===== src/rtl/core/tts_pkg.sv =====
// Shared types and constants of the tilt-rotor transition sequencer.
package tts_pkg;

   typedef enum logic [2:0] {
      PH_MC   = 3'd0,
      PH_P1   = 3'd1,
      PH_P2   = 3'd2,
      PH_FW   = 3'd3,
      PH_BACK = 3'd4
   } phase_type;

   localparam logic [1:0] REAR_ENABLED  = 2'd0;
   localparam logic [1:0] REAR_DISABLED = 2'd1;
   localparam logic [1:0] REAR_IDLE     = 2'd2;

   localparam logic [1:0] MODE_ROTARY = 2'd0;
   localparam logic [1:0] MODE_TO_FW  = 2'd1;
   localparam logic [1:0] MODE_FW     = 2'd2;
   localparam logic [1:0] MODE_TO_RC  = 2'd3;

   localparam logic [2:0] CSR_P1_DUR    = 3'd0;
   localparam logic [2:0] CSR_P2_DUR    = 3'd1;
   localparam logic [2:0] CSR_BACK_DUR  = 3'd2;
   localparam logic [2:0] CSR_TILT_MC   = 3'd3;
   localparam logic [2:0] CSR_TILT_TR   = 3'd4;
   localparam logic [2:0] CSR_TILT_FW   = 3'd5;
   localparam logic [2:0] CSR_SPD_SW    = 3'd6;
   localparam logic [2:0] CSR_SPD_BLEND = 3'd7;

   localparam int QUO_W = 49;

   // Commands from the controller to the datapath.
   typedef struct packed {
      logic start_div;
      logic apply;
   } cmd_type;

   // Status back to the controller.
   typedef struct packed {
      logic div_done;
   } status_type;

   function automatic logic signed [15:0] sat16(input logic signed [19:0] v);
      if (v > 20'sd32767) return 16'sh7fff;
      if (v < -20'sd32768) return 16'sh8000;
      return v[15:0];
   endfunction

endpackage


===== src/rtl/core/tiltrotor_transition_sequencer_core.sv =====
// Top level of the tilt-rotor transition sequencer.
// One transaction is one control tick. After acceptance the operands are latched, a
// 17-step shift-add multiply forms the ramp dividend and a restoring divider gives one
// of 49 quotient bits a cycle (it gives none when the duration of the ramp in use is
// zero); then the result is loaded into the output register. One tick is in work at a
// time and the input is stalled from acceptance until the result is loaded, so the next
// transaction is accepted in the cycle after the load at the earliest, and a new tick is
// not taken before the last one is through. If the previous result still waits in the
// output register, the update waits for it and the input stays stalled.
module tiltrotor_transition_sequencer_core
   import tts_pkg::*;
#(
   parameter int PITCH_TRIM    = 0,
   parameter int YAW_OFF_SPEED = 700
) (
   input  logic               clock,
   input  logic               reset,
   input  logic               csr_write,
   input  logic [2:0]         csr_index,
   input  logic [23:0]        csr_data,
   input  logic               req_valid,
   output logic               req_stall,
   input  logic               req_want_fixed_wing,
   input  logic               req_ground_ok,
   input  logic [15:0]        req_airspeed_cms,
   input  logic [31:0]        req_now_us,
   input  logic signed [15:0] req_rotor_roll,
   input  logic signed [15:0] req_rotor_pitch,
   input  logic signed [15:0] req_rotor_yaw,
   input  logic signed [15:0] req_rotor_throttle,
   input  logic signed [15:0] req_wing_roll,
   input  logic signed [15:0] req_wing_pitch,
   input  logic signed [15:0] req_wing_yaw,
   input  logic signed [15:0] req_wing_throttle,
   output logic               rsp_valid,
   input  logic               rsp_stall,
   output logic [2:0]         rsp_phase,
   output logic [1:0]         rsp_simple_mode,
   output logic signed [15:0] rsp_tilt_out,
   output logic signed [15:0] rsp_motor_roll,
   output logic signed [15:0] rsp_motor_pitch,
   output logic signed [15:0] rsp_motor_yaw,
   output logic signed [15:0] rsp_motor_throttle,
   output logic signed [15:0] rsp_surface_roll,
   output logic signed [15:0] rsp_surface_pitch,
   output logic signed [15:0] rsp_surface_yaw,
   output logic [1:0]         rsp_rear_motors
);

   cmd_type    cmd;
   status_type status;

   tts_ctrl u_ctrl (
      .clock(clock), .reset(reset),
      .req_valid(req_valid), .req_stall(req_stall),
      .rsp_valid(rsp_valid), .rsp_stall(rsp_stall),
      .status(status), .cmd(cmd)
   );

   tts_dp #(.PITCH_TRIM(PITCH_TRIM), .YAW_OFF_SPEED(YAW_OFF_SPEED)) u_dp (
      .clock(clock), .reset(reset), .cmd(cmd), .status(status),
      .csr_write(csr_write), .csr_index(csr_index), .csr_data(csr_data),
      .req_want_fixed_wing(req_want_fixed_wing), .req_ground_ok(req_ground_ok),
      .req_airspeed_cms(req_airspeed_cms), .req_now_us(req_now_us),
      .req_rotor_roll(req_rotor_roll), .req_rotor_pitch(req_rotor_pitch),
      .req_rotor_yaw(req_rotor_yaw), .req_rotor_throttle(req_rotor_throttle),
      .req_wing_roll(req_wing_roll), .req_wing_pitch(req_wing_pitch),
      .req_wing_yaw(req_wing_yaw), .req_wing_throttle(req_wing_throttle),
      .rsp_phase(rsp_phase), .rsp_simple_mode(rsp_simple_mode),
      .rsp_tilt_out(rsp_tilt_out), .rsp_motor_roll(rsp_motor_roll),
      .rsp_motor_pitch(rsp_motor_pitch), .rsp_motor_yaw(rsp_motor_yaw),
      .rsp_motor_throttle(rsp_motor_throttle), .rsp_surface_roll(rsp_surface_roll),
      .rsp_surface_pitch(rsp_surface_pitch), .rsp_surface_yaw(rsp_surface_yaw),
      .rsp_rear_motors(rsp_rear_motors)
   );

endmodule


===== src/rtl/core/tts_ctrl.sv =====
// Controller of the tilt-rotor transition sequencer.
module tts_ctrl
   import tts_pkg::*;
(
   input  logic       clock,
   input  logic       reset,
   input  logic       req_valid,
   output logic       req_stall,
   output logic       rsp_valid,
   input  logic       rsp_stall,
   input  status_type status,
   output cmd_type    cmd
);

   typedef enum logic [1:0] {
      S_IDLE,
      S_DIV,
      S_APPLY
   } state_type;

   state_type state_ff;
   logic      rsp_valid_ff;

   assign req_stall = (state_ff != S_IDLE);
   assign rsp_valid = rsp_valid_ff;

   // Command decode: a transaction is captured whenever the controller is idle, and the
   // update waits until the output register is free or being emptied.
   always_comb begin
      cmd.start_div = (state_ff == S_IDLE) && req_valid;
      cmd.apply     = (state_ff == S_APPLY) && !(rsp_valid_ff && rsp_stall);
   end

   // Sequencing of one transaction: divide, then update state and output register.
   always_ff @(posedge clock) begin
      if (reset) begin
         state_ff     <= S_IDLE;
         rsp_valid_ff <= 1'b0;
      end else begin
         rsp_valid_ff <= cmd.apply || (rsp_valid_ff && rsp_stall);
         unique case (state_ff)
            S_IDLE: begin
               if (cmd.start_div) state_ff <= S_DIV;
            end
            S_DIV: begin
               if (status.div_done) state_ff <= S_APPLY;
            end
            S_APPLY: begin
               if (cmd.apply) state_ff <= S_IDLE;
            end
            default: state_ff <= S_IDLE;
         endcase
      end
   end

endmodule


===== src/rtl/core/tts_dp.sv =====
// Datapath of the tilt-rotor transition sequencer: phase logic, ramp divider and mixer.
module tts_dp
   import tts_pkg::*;
#(
   parameter int PITCH_TRIM    = 0,
   parameter int YAW_OFF_SPEED = 700
) (
   input  logic               clock,
   input  logic               reset,
   input  cmd_type            cmd,
   output status_type         status,
   input  logic               csr_write,
   input  logic [2:0]         csr_index,
   input  logic [23:0]        csr_data,
   input  logic               req_want_fixed_wing,
   input  logic               req_ground_ok,
   input  logic [15:0]        req_airspeed_cms,
   input  logic [31:0]        req_now_us,
   input  logic signed [15:0] req_rotor_roll,
   input  logic signed [15:0] req_rotor_pitch,
   input  logic signed [15:0] req_rotor_yaw,
   input  logic signed [15:0] req_rotor_throttle,
   input  logic signed [15:0] req_wing_roll,
   input  logic signed [15:0] req_wing_pitch,
   input  logic signed [15:0] req_wing_yaw,
   input  logic signed [15:0] req_wing_throttle,
   output logic [2:0]         rsp_phase,
   output logic [1:0]         rsp_simple_mode,
   output logic signed [15:0] rsp_tilt_out,
   output logic signed [15:0] rsp_motor_roll,
   output logic signed [15:0] rsp_motor_pitch,
   output logic signed [15:0] rsp_motor_yaw,
   output logic signed [15:0] rsp_motor_throttle,
   output logic signed [15:0] rsp_surface_roll,
   output logic signed [15:0] rsp_surface_pitch,
   output logic signed [15:0] rsp_surface_yaw,
   output logic [1:0]         rsp_rear_motors
);

   // Configuration registers.
   logic [22:0]        p1_dur_ff;
   logic [23:0]        p2_dur_ff;
   logic [22:0]        back_dur_ff;
   logic signed [15:0] t_mc_ff, t_tr_ff, t_fw_ff;
   logic [15:0]        spd_sw_ff, spd_blend_ff;

   always_ff @(posedge clock) begin
      if (reset) begin
         p1_dur_ff    <= 23'd1000000;
         p2_dur_ff    <= 24'd500000;
         back_dur_ff  <= 23'd2000000;
         t_mc_ff      <= 16'sd0;
         t_tr_ff      <= 16'sd13107;
         t_fw_ff      <= 16'sd32767;
         spd_sw_ff    <= 16'd1400;
         spd_blend_ff <= 16'd800;
      end else if (csr_write) begin
         unique case (csr_index)
            CSR_P1_DUR:    p1_dur_ff    <= csr_data[22:0];
            CSR_P2_DUR:    p2_dur_ff    <= csr_data;
            CSR_BACK_DUR:  back_dur_ff  <= csr_data[22:0];
            CSR_TILT_MC:   t_mc_ff      <= csr_data[15:0];
            CSR_TILT_TR:   t_tr_ff      <= csr_data[15:0];
            CSR_TILT_FW:   t_fw_ff      <= csr_data[15:0];
            CSR_SPD_SW:    spd_sw_ff    <= csr_data[15:0];
            CSR_SPD_BLEND: spd_blend_ff <= csr_data[15:0];
            default: ;
         endcase
      end
   end

   // Sequencer state.
   phase_type          phase_ff;
   logic [31:0]        start_ff;
   logic signed [15:0] tilt_ff;
   logic               rw_ff, pw_ff, yw_ff;
   logic [1:0]         rear_ff;

   // Captured transaction.
   logic        want_ff, gnd_ff;
   logic [15:0] spd_ff;
   logic [31:0] now_ff;
   logic signed [15:0] r_roll_ff, r_pitch_ff, r_yaw_ff, r_thr_ff;
   logic signed [15:0] w_roll_ff, w_pitch_ff, w_yaw_ff, w_thr_ff;

   // Phase transition, computed from the captured item and current state.
   phase_type   ph_raw, ph_nx;
   logic        new_start;
   logic        tilt_jump_fw;
   logic [16:0] sw_eff;
   logic [16:0] blend_p;

   always_comb begin
      ph_raw  = (phase_ff > PH_BACK) ? PH_MC : phase_ff;
      ph_nx   = ph_raw;
      new_start    = 1'b0;
      tilt_jump_fw = 1'b0;
      blend_p = {1'b0, spd_blend_ff} + 17'd100;
      sw_eff  = ({1'b0, spd_sw_ff} < blend_p) ? blend_p : {1'b0, spd_sw_ff};
      if (!want_ff) begin
         unique case (ph_raw)
            PH_FW: begin
               ph_nx = PH_BACK;
               new_start = 1'b1;
            end
            PH_P1, PH_P2: ph_nx = PH_MC;
            PH_BACK: if (tilt_ff <= t_mc_ff) ph_nx = PH_MC;
            default: ;
         endcase
      end else begin
         unique case (ph_raw)
            PH_MC: begin
               ph_nx = PH_P1;
               new_start = 1'b1;
            end
            PH_P1: if (({1'b0, spd_ff} >= sw_eff) || gnd_ff) begin
               ph_nx = PH_P2;
               new_start = 1'b1;
            end
            PH_P2: if (tilt_ff >= t_fw_ff) begin
               ph_nx = PH_FW;
               tilt_jump_fw = 1'b1;
            end
            PH_BACK: ph_nx = PH_FW;
            default: ;
         endcase
      end
   end

   logic signed [15:0] tilt_mid;
   logic [31:0]        start_mid;
   logic [31:0]        elapsed;

   assign tilt_mid  = tilt_jump_fw ? t_fw_ff : tilt_ff;
   assign start_mid = new_start ? now_ff : start_ff;
   assign elapsed   = now_ff - start_mid;

   // Ramp operands per phase.
   logic signed [16:0] diff;
   logic [16:0]        ad;
   logic [23:0]        dur;
   always_comb begin
      case (ph_nx)
         PH_P1: begin
            diff = 17'(t_tr_ff) - 17'(t_mc_ff);
            dur  = {1'b0, p1_dur_ff};
         end
         PH_P2: begin
            diff = 17'(t_fw_ff) - 17'(t_tr_ff);
            dur  = p2_dur_ff;
         end
         default: begin
            diff = 17'(t_fw_ff) - 17'(t_mc_ff);
            dur  = {1'b0, back_dur_ff};
         end
      endcase
      ad = diff[16] ? 17'(-diff) : 17'(diff);
   end

   // Restoring divider, one quotient bit per cycle. The dividend ad*elapsed
   // is formed as a sum of shifted elapsed terms, one bit of ad per cycle.
   logic [QUO_W-1:0] prod_ff;
   logic [16:0]      ad_ff;
   logic [4:0]       mcnt_ff;
   logic [QUO_W-1:0] quo_ff;
   logic [24:0]      rem_ff;
   logic [5:0]       dcnt_ff;
   logic             mul_ff, div_ff, done_ff;
   logic [23:0]      dur_ff;
   logic [24:0]      rem_sh;

   assign rem_sh = {rem_ff[23:0], quo_ff[QUO_W-1]};

   always_ff @(posedge clock) begin
      if (reset) begin
         mul_ff  <= 1'b0;
         div_ff  <= 1'b0;
         done_ff <= 1'b0;
         mcnt_ff <= 5'd30;
      end else begin
         done_ff <= 1'b0;
         if (cmd.start_div) begin
            mul_ff  <= 1'b0;
            div_ff  <= 1'b0;
         end else if (!mul_ff && !div_ff && !done_ff && mcnt_ff == 5'd31) begin
            // First cycle after capture: latch operands.
            prod_ff <= '0;
            ad_ff   <= ad;
            dur_ff  <= dur;
            mcnt_ff <= 5'd0;
            mul_ff  <= 1'b1;
         end else if (mul_ff) begin
            if (ad_ff[0]) prod_ff <= prod_ff + (QUO_W'(elapsed) << mcnt_ff);
            ad_ff <= ad_ff >> 1;
            if (mcnt_ff == 5'd16) begin
               mul_ff  <= 1'b0;
               div_ff  <= 1'b1;
               dcnt_ff <= 6'd0;
               rem_ff  <= '0;
            end else begin
               mcnt_ff <= mcnt_ff + 5'd1;
            end
         end else if (div_ff) begin
            if (dur_ff == 24'd0) begin
               div_ff  <= 1'b0;
               done_ff <= 1'b1;
            end else begin
               if (dcnt_ff == 6'd0) quo_ff <= prod_ff;
               else begin
                  if (rem_sh >= {1'b0, dur_ff}) begin
                     rem_ff <= rem_sh - {1'b0, dur_ff};
                     quo_ff <= {quo_ff[QUO_W-2:0], 1'b1};
                  end else begin
                     rem_ff <= rem_sh;
                     quo_ff <= {quo_ff[QUO_W-2:0], 1'b0};
                  end
               end
               if (dcnt_ff == 6'(QUO_W)) begin
                  div_ff  <= 1'b0;
                  done_ff <= 1'b1;
               end
               dcnt_ff <= dcnt_ff + 6'd1;
            end
         end
         if (cmd.start_div) mcnt_ff <= 5'd31;
         else if (done_ff) mcnt_ff <= 5'd30;
      end
   end

   assign status.div_done = done_ff;

   // Ramp term, saturated to fit the sum width; a zero duration gives the full span.
   logic [16:0] ad_keep_ff;
   always_ff @(posedge clock) begin
      if (cmd.start_div) ad_keep_ff <= '0;
      else if (!mul_ff && !div_ff && !done_ff && mcnt_ff == 5'd31) ad_keep_ff <= ad;
   end
   logic [QUO_W-1:0] term_src;
   assign term_src = (dur_ff == 24'd0) ? QUO_W'(ad_keep_ff) : quo_ff;
   logic [17:0] term_c;
   always_comb begin
      if (term_src > QUO_W'(18'h1ffff)) term_c = 18'h1ffff;
      else term_c = term_src[17:0];
   end

   // Per-phase state update.
   logic signed [15:0] tilt_nx;
   logic               rw_nx, pw_nx, yw_nx;
   logic [1:0]         rear_nx;
   logic signed [19:0] sum;
   always_comb begin
      tilt_nx = tilt_mid;
      rw_nx   = rw_ff;
      pw_nx   = pw_ff;
      yw_nx   = yw_ff;
      rear_nx = rear_ff;
      sum     = '0;
      unique case (ph_nx)
         PH_FW: begin
            rw_nx = 1'b0; pw_nx = 1'b0; yw_nx = 1'b0;
            tilt_nx = t_fw_ff;
            rear_nx = REAR_DISABLED;
         end
         PH_P1: begin
            rear_nx = REAR_ENABLED;
            sum = 20'(t_mc_ff) + 20'(signed'({2'b00, term_c}));
            if (tilt_mid <= t_tr_ff) tilt_nx = sat16(sum);
            rw_nx = (spd_ff >= spd_blend_ff) ? 1'b0 : 1'b1;
            yw_nx = (32'(spd_ff) > 32'(YAW_OFF_SPEED)) ? 1'b0 : 1'b1;
         end
         PH_P2: begin
            sum = 20'(t_tr_ff) + 20'(signed'({2'b00, term_c}));
            tilt_nx = sat16(sum);
            rw_nx = 1'b0;
         end
         PH_BACK: begin
            rear_nx = REAR_IDLE;
            sum = 20'(t_fw_ff) - 20'(signed'({2'b00, term_c}));
            if (tilt_mid > t_mc_ff) tilt_nx = sat16(sum);
            rw_nx = 1'b0;
         end
         default: begin
            rw_nx = 1'b1; pw_nx = 1'b1; yw_nx = 1'b1;
            tilt_nx = t_mc_ff;
            rear_nx = REAR_ENABLED;
         end
      endcase
   end

   // Capture of the input transaction and state commit.
   logic signed [15:0] ptrim;
   logic signed [16:0] neg_roll;
   logic signed [17:0] pitch_sum;
   assign ptrim     = 16'(PITCH_TRIM);
   assign neg_roll  = -17'(w_roll_ff);
   assign pitch_sum = 18'(w_pitch_ff) + 18'(ptrim);

   logic [2:0]         rsp_phase_ff;
   logic [1:0]         rsp_simple_mode_ff;
   logic signed [15:0] rsp_tilt_out_ff;
   logic signed [15:0] rsp_motor_roll_ff, rsp_motor_pitch_ff, rsp_motor_yaw_ff;
   logic signed [15:0] rsp_motor_throttle_ff;
   logic signed [15:0] rsp_surface_roll_ff, rsp_surface_pitch_ff, rsp_surface_yaw_ff;
   logic [1:0]         rsp_rear_motors_ff;

   always_ff @(posedge clock) begin
      if (cmd.start_div) begin
         want_ff    <= req_want_fixed_wing;
         gnd_ff     <= req_ground_ok;
         spd_ff     <= req_airspeed_cms;
         now_ff     <= req_now_us;
         r_roll_ff  <= req_rotor_roll;
         r_pitch_ff <= req_rotor_pitch;
         r_yaw_ff   <= req_rotor_yaw;
         r_thr_ff   <= req_rotor_throttle;
         w_roll_ff  <= req_wing_roll;
         w_pitch_ff <= req_wing_pitch;
         w_yaw_ff   <= req_wing_yaw;
         w_thr_ff   <= req_wing_throttle;
      end
      if (cmd.apply) begin
         rsp_phase_ff          <= ph_nx;
         rsp_simple_mode_ff    <= (ph_nx == PH_MC) ? MODE_ROTARY :
                                  (ph_nx == PH_FW) ? MODE_FW :
                                  (ph_nx == PH_BACK) ? MODE_TO_RC : MODE_TO_FW;
         rsp_tilt_out_ff       <= tilt_nx;
         rsp_motor_roll_ff     <= rw_nx ? r_roll_ff : 16'sd0;
         rsp_motor_pitch_ff    <= pw_nx ? r_pitch_ff : 16'sd0;
         rsp_motor_yaw_ff      <= yw_nx ? r_yaw_ff : 16'sd0;
         rsp_motor_throttle_ff <= (ph_nx == PH_FW) ? w_thr_ff :
                                  (ph_nx == PH_BACK) ? 16'sd0 : r_thr_ff;
         rsp_surface_roll_ff   <= rw_nx ? 16'sd0 : sat16(20'(neg_roll));
         rsp_surface_pitch_ff  <= pw_nx ? 16'sd0 : sat16(20'(pitch_sum));
         rsp_surface_yaw_ff    <= yw_nx ? 16'sd0 : w_yaw_ff;
         rsp_rear_motors_ff    <= rear_nx;
      end
   end

   assign rsp_phase          = rsp_phase_ff;
   assign rsp_simple_mode    = rsp_simple_mode_ff;
   assign rsp_tilt_out       = rsp_tilt_out_ff;
   assign rsp_motor_roll     = rsp_motor_roll_ff;
   assign rsp_motor_pitch    = rsp_motor_pitch_ff;
   assign rsp_motor_yaw      = rsp_motor_yaw_ff;
   assign rsp_motor_throttle = rsp_motor_throttle_ff;
   assign rsp_surface_roll   = rsp_surface_roll_ff;
   assign rsp_surface_pitch  = rsp_surface_pitch_ff;
   assign rsp_surface_yaw    = rsp_surface_yaw_ff;
   assign rsp_rear_motors    = rsp_rear_motors_ff;

   always_ff @(posedge clock) begin
      if (reset) begin
         phase_ff <= PH_MC;
         start_ff <= '0;
         tilt_ff  <= '0;
         rw_ff    <= 1'b1;
         pw_ff    <= 1'b1;
         yw_ff    <= 1'b1;
         rear_ff  <= REAR_ENABLED;
      end else if (cmd.apply) begin
         phase_ff <= ph_nx;
         start_ff <= start_mid;
         tilt_ff  <= tilt_nx;
         rw_ff    <= rw_nx;
         pw_ff    <= pw_nx;
         yw_ff    <= yw_nx;
         rear_ff  <= rear_nx;
      end
   end

endmodule


===== config.mk =====
export PLATFORM = sky130hd
export DESIGN_NAME = tiltrotor_transition_sequencer_core
export DESIGN_NICKNAME = d
export VERILOG_FILES = /design/src/rtl/core/tts_pkg.sv /design/src/rtl/core/tiltrotor_transition_sequencer_core.sv /design/src/rtl/core/tts_ctrl.sv /design/src/rtl/core/tts_dp.sv
export SDC_FILE = /design/constraint.sdc
export NUM_CORES = 2
export LEC_CHECK = 0
export BUFFER_PORTS_ARGS = -buffer_cell sky130_fd_sc_hd__buf_2
export CORE_UTILIZATION = 40
export DETAILED_ROUTE_END_ITERATION = 8
export MAX_ROUTING_LAYER = met4
export PLACE_DENSITY_LB_ADDON = 0.1
export REMOVE_ABC_BUFFERS = 1
export SLEW_MARGIN = 0
export SYNTH_ARGS = -nofsm -noshare
export SYNTH_HDL_FRONTEND = slang
export SYNTH_SLANG_ARGS = --single-unit
export TNS_END_PERCENT = 100

===== constraint.sdc =====
create_clock -name clock -period 14.2 [get_ports clock]
set_input_delay 2.84 -clock clock [delete_from_list [all_inputs] [get_ports clock]]
set_output_delay 2.84 -clock clock [all_outputs]
set_load 0.02 [all_outputs]

Word level (Yosys, flattened, before mapping)
Cells that the tools add are included.
{"block": "word_totals", "n_memories": 0, "mem_bits_ro": 0, "ram_bits": 0, "output_inout_bits": 137, "reg_bits": 715, "latchBits": 0}
{"block": "op_classes", "mul": 0, "n_eq_ne": 28, "muxes": 119, "reduce_logical": 49, "div": 0, "shifts": 1, "bitwise": 6, "magnitude_cmp": 21, "addsub": 14}
{"op": "$mux W16", "n": 25}
{"op": "$mux W49", "n": 4}
{"op": "$mux W24", "n": 6}
{"op": "$mux W17", "n": 4}
{"op": "$pmux W16 S4", "n": 1}
{"op": "$gt A20 B16 Y1 const B", "n": 3}
{"op": "$lt A20 B16 Y1 const B", "n": 3}
{"op": "$sub A16 B16 Y17", "n": 3}
{"op": "$mux W1", "n": 50}
{"op": "$add A49 B49 Y49", "n": 1}
{"op": "$gt A49 B17 Y1 const B", "n": 1}
{"op": "$shl A32 B5 Y49", "n": 1}
{"op": "$pmux W24 S2", "n": 1}
{"op": "$add A16 B19 Y20", "n": 2}
{"op": "$pmux W17 S2", "n": 1}
{"op": "$ge A16 B16 Y1", "n": 2}
{"op": "$le A16 B16 Y1", "n": 2}
{"op": "$mux W32", "n": 1}
{"op": "$sub A32 B32 Y32", "n": 1}
{"op": "$ge A25 B24 Y1", "n": 1}
{"op": "$logic_not A24 Y1", "n": 1}
{"op": "$mux W6", "n": 4}
{"op": "$sub A24 B24 Y24", "n": 1}
{"op": "$reduce_and A2 Y1", "n": 11}
{"op": "other kinds (50)", "n": 108}

Logic depth before layout (Yosys ltp)
{"block": "logic_depth", "word_depth": 17, "mapped_depth": 54, "mapped_depth_nobuf": 51}

Modules after synthesis
Synthesis repeated with hierarchy kept, for this count alone.
{"block": "unflattened", "hier_cells": 4629, "hier_area_um2": 44067.3}
{"module": "tts_dp", "area_per_inst_um2": 43938.4, "instances": 1, "cells_each": 4614}
{"module": "tts_ctrl", "area_per_inst_um2": 128.9, "instances": 1, "cells_each": 15}

Least setup slack after synthesis
No wires, ideal clock.
{"block": "synth_path", "kind": "register to register", "startpoint": "reg u_dp.spd_blend_ff[2]", "endpoint": "reg u_dp.prod_ff[47], data pin", "setup_time_ns": 0.266, "setup_slack_ns": 3.212, "path_buffers": 2, "t_arrival_ns": 10.722, "stages_incl_launch_ff": 47, "t_required_ns": 13.934, "cell_sequence": "dfxtp_1 -> ha_1 -> a211oi_2 -> nand2b_1 -> nor3_1 -> xnor2_1 -> ha_1 -> a21o_1 -> a211oi_1 -> o21ai_0 -> a2111oi_0 -> nor3_1 -> clkbuf_1 -> mux2_2 -> ha_1 -> nor3b_1 -> o21ai_0 -> a21oi_1 -> [... 11 more ...] -> nand2_2 -> and3_1 -> or4_1 -> a31o_1 -> mux4_2 -> mux2_2 -> a221o_1 -> mux2_2 -> ha_1 -> nand4_1 -> nor3_1 -> nor4b_1 -> a311oi_1 -> o31ai_1 -> a21oi_1 -> o21ai_0 -> xnor2_1 -> nor2_1"}
{"block": "synth_between", "elab_chain_len": 14}
{"element": "from (decl)", "line_no": "tts_dp.sv:45", "rtl": "logic [15:0] spd_sw_ff, spd_blend_ff;"}
{"element": "from (signal assigned)", "line_no": "tts_dp.sv:66", "rtl": "CSR_SPD_BLEND: spd_blend_ff <= csr_data[15:0];"}
{"element": "$add A16 B7 Y17 (*)", "line_no": "tts_dp.sv:98", "rtl": "blend_p = {1'b0, spd_blend_ff} + 17'd100;"}
{"element": "$lt A16 B17 Y1", "line_no": "tts_dp.sv:99", "rtl": "sw_eff = ({1'b0, spd_sw_ff} < blend_p) ? blend_p : {1'b0, spd_sw_ff};"}
{"element": "$mux W17 (*)", "line_no": "tts_dp.sv:99"}
{"element": "$ge A16 B17 Y1 (*)", "line_no": "tts_dp.sv:116", "rtl": "PH_P1: if (({1'b0, spd_ff} >= sw_eff) || gnd_ff) begin"}
{"element": "$logic_or A1 B1 Y1 (*)", "line_no": "tts_dp.sv:116"}
{"element": "$mux W1 (*)", "line_no": "tts_dp.sv:116"}
{"element": "$pmux W1 S2 (*)", "line_no": "tts_dp.sv:111", "rtl": "unique case (ph_raw)"}
{"element": "$mux W1 (*)", "line_no": "tts_dp.sv:100", "rtl": "if (!want_ff) begin"}
{"element": "$mux W32 (*)", "line_no": "tts_dp.sv:135", "rtl": "assign start_mid = new_start ? now_ff : start_ff;"}
{"element": "via u_dp.start_mid[1]", "line_no": "tts_dp.sv:131", "rtl": "logic [31:0] start_mid;"}
{"element": "$sub A32 B32 Y32 (*)", "line_no": "tts_dp.sv:136", "rtl": "assign elapsed = now_ff - start_mid;"}
{"element": "$shl A32 B5 Y49 (*)", "line_no": "tts_dp.sv:193", "rtl": "if (ad_ff[0]) prod_ff <= prod_ff + (QUO_W'(elapsed) << mcnt_ff);"}
{"element": "$add A49 B49 Y49 (*)", "line_no": "tts_dp.sv:193"}
{"element": "$mux W49 (*)", "line_no": "tts_dp.sv:193"}
{"element": "$mux W49 (*)", "line_no": "tts_dp.sv:192", "rtl": "end else if (mul_ff) begin"}
{"element": "to (signal assigned)", "line_no": "tts_dp.sv:193"}
{"element": "to (decl)", "line_no": "tts_dp.sv:162", "rtl": "logic [QUO_W-1:0] prod_ff;"}
The timed path passes the listed nets; every way through them passes the cells marked *. The select of a mux whose other input is x is not followed.
A chain may end at the register's enable or synchronous reset.

Worst setup path in the final report
Same ends and word-level chain as after synthesis.

==> metrics.md <==
| Metric | Value |
|---|---|
| FF+latch area | 0.0191 sq mm |
| Worst Skew | 0.0467 ns |
| Yosys warns | 0 |
| Sequential share of the synthesized area | 44.1% |
| Cells after synthesis | 4572 |
| Vias in the first global route | 32500 |
| GR Util All Layers | 23.6% |
| Synth Area per Inst | 9.50 sq um |
| Largest net degree at the start of global routing | 87 |
| Setup TNS | 0 ns |
| Worst skew pair latency | 0.70 ns |
| Critical path fanouts, max | 19 |
| Fmax | 78.3 MHz |
| Slew HR | 17.1% |
| Starting Density | 40.4% |
| Nets | 5381 |
| CTS Buf Count | 86 |
| Congestion Overflow GR | 0 |
| Top-area cell type share of the netlist area | 33.3% |
| CTS H-tree depth | 3 |
| RSZ-0062 raised after global routing | no |
| Crit path max-delay cell type | a21oi_2 |
| Post-synth ARST share | 0% |
| DRT antenna net count | 0 |
| Fin. Hold Viols | 0 |
| Initial antenna violation count | 16 |
| Mapped Area | 0.0434 sq mm |
| Top-count cell post-synth | nand2_1 |
| Worst setup EP type | register |
| Drt via density | 5.42 |
| CP most frequent cell | ha_1 |
| Multi-input logic area | 0.0227 sq mm |
| Port-buffer cells | 346 |
| Initial DRC Count | 2351 |
| Post-CTS Resized | 0 |
| Cell taking the most area after synthesis | edfxtp_1 |
| First-pass DRT Iterations | 6 |
| Drt total wl | 128000 um |
| Die width | 331 um |
| Worst-path clk slew | 0.07 ns |
| Layout area overhead | 14.3% |
| Critical Path RT | 14.60 ns |
| #FFs+latches synth | 715 |
| CORE AREA | 0.107 sq mm |
| Drt wl/cell | 20.2 um |
| Crit path arrival time | 13.17 ns |
| Post-CTS Hold Fix Bufs | 0 |
| # IOs | 347 |
| DP Wirelength | 96600 um |
| Tcrit/Tclk final | 90.0% |
| P per Cell Area | 121 mW/mm^2 |
| CTS Root Cell | clkbuf_16 |
| Maximum clock path buffer count | 3 |
| Final Util | 46.2% |
| Period minus WS final | 12.77 ns |
| Rows | 120 |
| Total Power | 5.98 mW |
| First-pass GRT wire length | 197000 um |
| Top cells by area, synth | edfxtp_1 33%, dfxtp_1 11%, ha_1 8.8% |
| Die height | 331 um |
| EDFF count, synth | 482 |
| Max-slew violations | 0 |
| Setup Crit Path Kind | register to register |
| Max-cap violation count | 0 |
| DRC Markers | 0 |
| Most used DFF post-synth | edfxtp_1 |
| Type of origin of the critical path | register |
| Fill count | 10300 |
| Min-Delay Path Class | register to register |
| Worst-margin pin slew | 1.24 ns |
| Setup Buffers After CTS | 0 |
| Outcome | finished clean |
| Setup violations, final | 0 |
| Final GP Congestion | 0.924 |
| Via count | 34400 |
| Clock tree sinks | 715 |
| CTS tree | done |
| Share of cells above drive strength 1 | 14.4% |
| DIE AREA | 0.110 sq mm |
| Post-synth top cells | 608 x nand2_1, 482 x edfxtp_1, 414 x nor2_1, 376 x a21oi_1, 305 x ha_1 |
| CP max stage delay | 0.74 ns |
| Max rail drop VDD | 0.112 mV |
| Synth unique cells | 102 |
| Static Leak | 20.0 nW |
[routing by layer]
layer	global-route usage (%)	vias up	wire (um)
met4	5.29	0	2550
met5	-	-	0
met2	35.1	896	55600
met3	4.27	148	7740
li1	-	17200	-
met1	33.2	16200	62300
[worst max-delay path, delay by kind of cell (launching register included)]
family,cells,cell delay (ns)
AO/OA/AOI/OAI,21,6.75
AND/OR/NAND/NOR,10,2.01
adder cells (fa/ha/maj),6,1.91
multiplexers,3,0.72
XOR/XNOR,3,0.49
flip-flops,1,0.35
buffers and inverters,1,0.24
[cell type report]
cell class	count	share of cell area (%)
timing repair buffer	399	4.30
sequential	715	38.6
multi-input combinational	3419	45.7
clock inverter	54	1.35
clock buffer	107	4.64
inverter	237	1.82
tap	1403	3.54
antenna	11	0.0555
[flip-flops by register name (all words and copies together) (netlist names), 24 cells and up]
name / cells
u_dp.prod_ff: 49
u_dp.quo_ff: 49
u_dp.now_ff: 32
u_dp.start_ff: 32
u_dp.dur_ff: 24
u_dp.p2_dur_ff: 24
u_dp.rem_ff: 24
[layout by cell type, fill, tap and decap left out, types with 16 or more instances in the layout]
master / count
a211o_1: 38
a211oi_1: 50
a21o_1: 106
a21oi_1: 374
a221o_1: 20
a22oi_1: 28
a31oi_1: 23
and2_1: 73
and3_1: 27
buf_2: 345
buf_4: 53
clkbuf_16: 87
dfxtp_1: 233
edfxtp_1: 482
ha_1: 305
inv_1: 233
mux2_2: 84
mux2i_1: 103
nand2_1: 608
nand2b_1: 45
nand3_1: 66
nand3b_1: 35
nand4_1: 39
nor2_1: 410
nor2b_1: 86
nor3_1: 54
nor4_1: 32
o211ai_1: 20
o21a_1: 56
o21ai_0: 191
o21bai_1: 18
o221ai_1: 16
o22ai_1: 17
o31ai_1: 23
or2_2: 21
or3_1: 21
xnor2_1: 126
xor2_1: 50
[through the flow]
step	hold slack, ns	instance area (sq um)	cells	setup WS, ns
after floorplan	0.426	42600	4371	2.75
after global placement	0.441	46600	6173	1.64
after detailed placement	0.446	46600	6173	1.43
after CTS	0.454	49600	6334	1.36
after global routing	0.468	49600	6344	0.360
final	0.453	49600	6345	1.43
[report_power, final]
group	switching, mW	leakage, nW	total [mW]	internal, mW
Clock	0.947	1.44	2.30	1.35
Combinational	0.787	12.2	1.29	0.506
Sequential	0.0522	6.33	2.39	2.34
Total	1.79	20.0	5.98	4.20
[worst paths after layout]
check	slack, ns	startpoint	cells after the start	end
max	1.43	u_dp.spd_blend_ff[2]	44	u_dp.prod_ff[47]
min	0.45	u_dp.back_dur_ff[9]	2	u_dp.back_dur_ff[9]
max reg2reg	1.43	u_dp.spd_blend_ff[2]	44	u_dp.prod_ff[47]
min reg2reg	0.45	u_dp.back_dur_ff[9]	2	u_dp.back_dur_ff[9]
[cells by family (layout without fill, tap and decap cells)]
kind of cell	Yosys count	in the layout	share of synthesized area, %
mux	195	195	4.97
compound gates	1153	1153	17.5
xor+xnor	179	179	3.66
buf+inv	442	797	3.88
other cells	2	17	0.0173
fa+ha+maj	315	315	9.21
simple gates	1571	1571	16.7
flops	715	715	44.1
No activity file was read; power rests on OpenSTA's default activity.
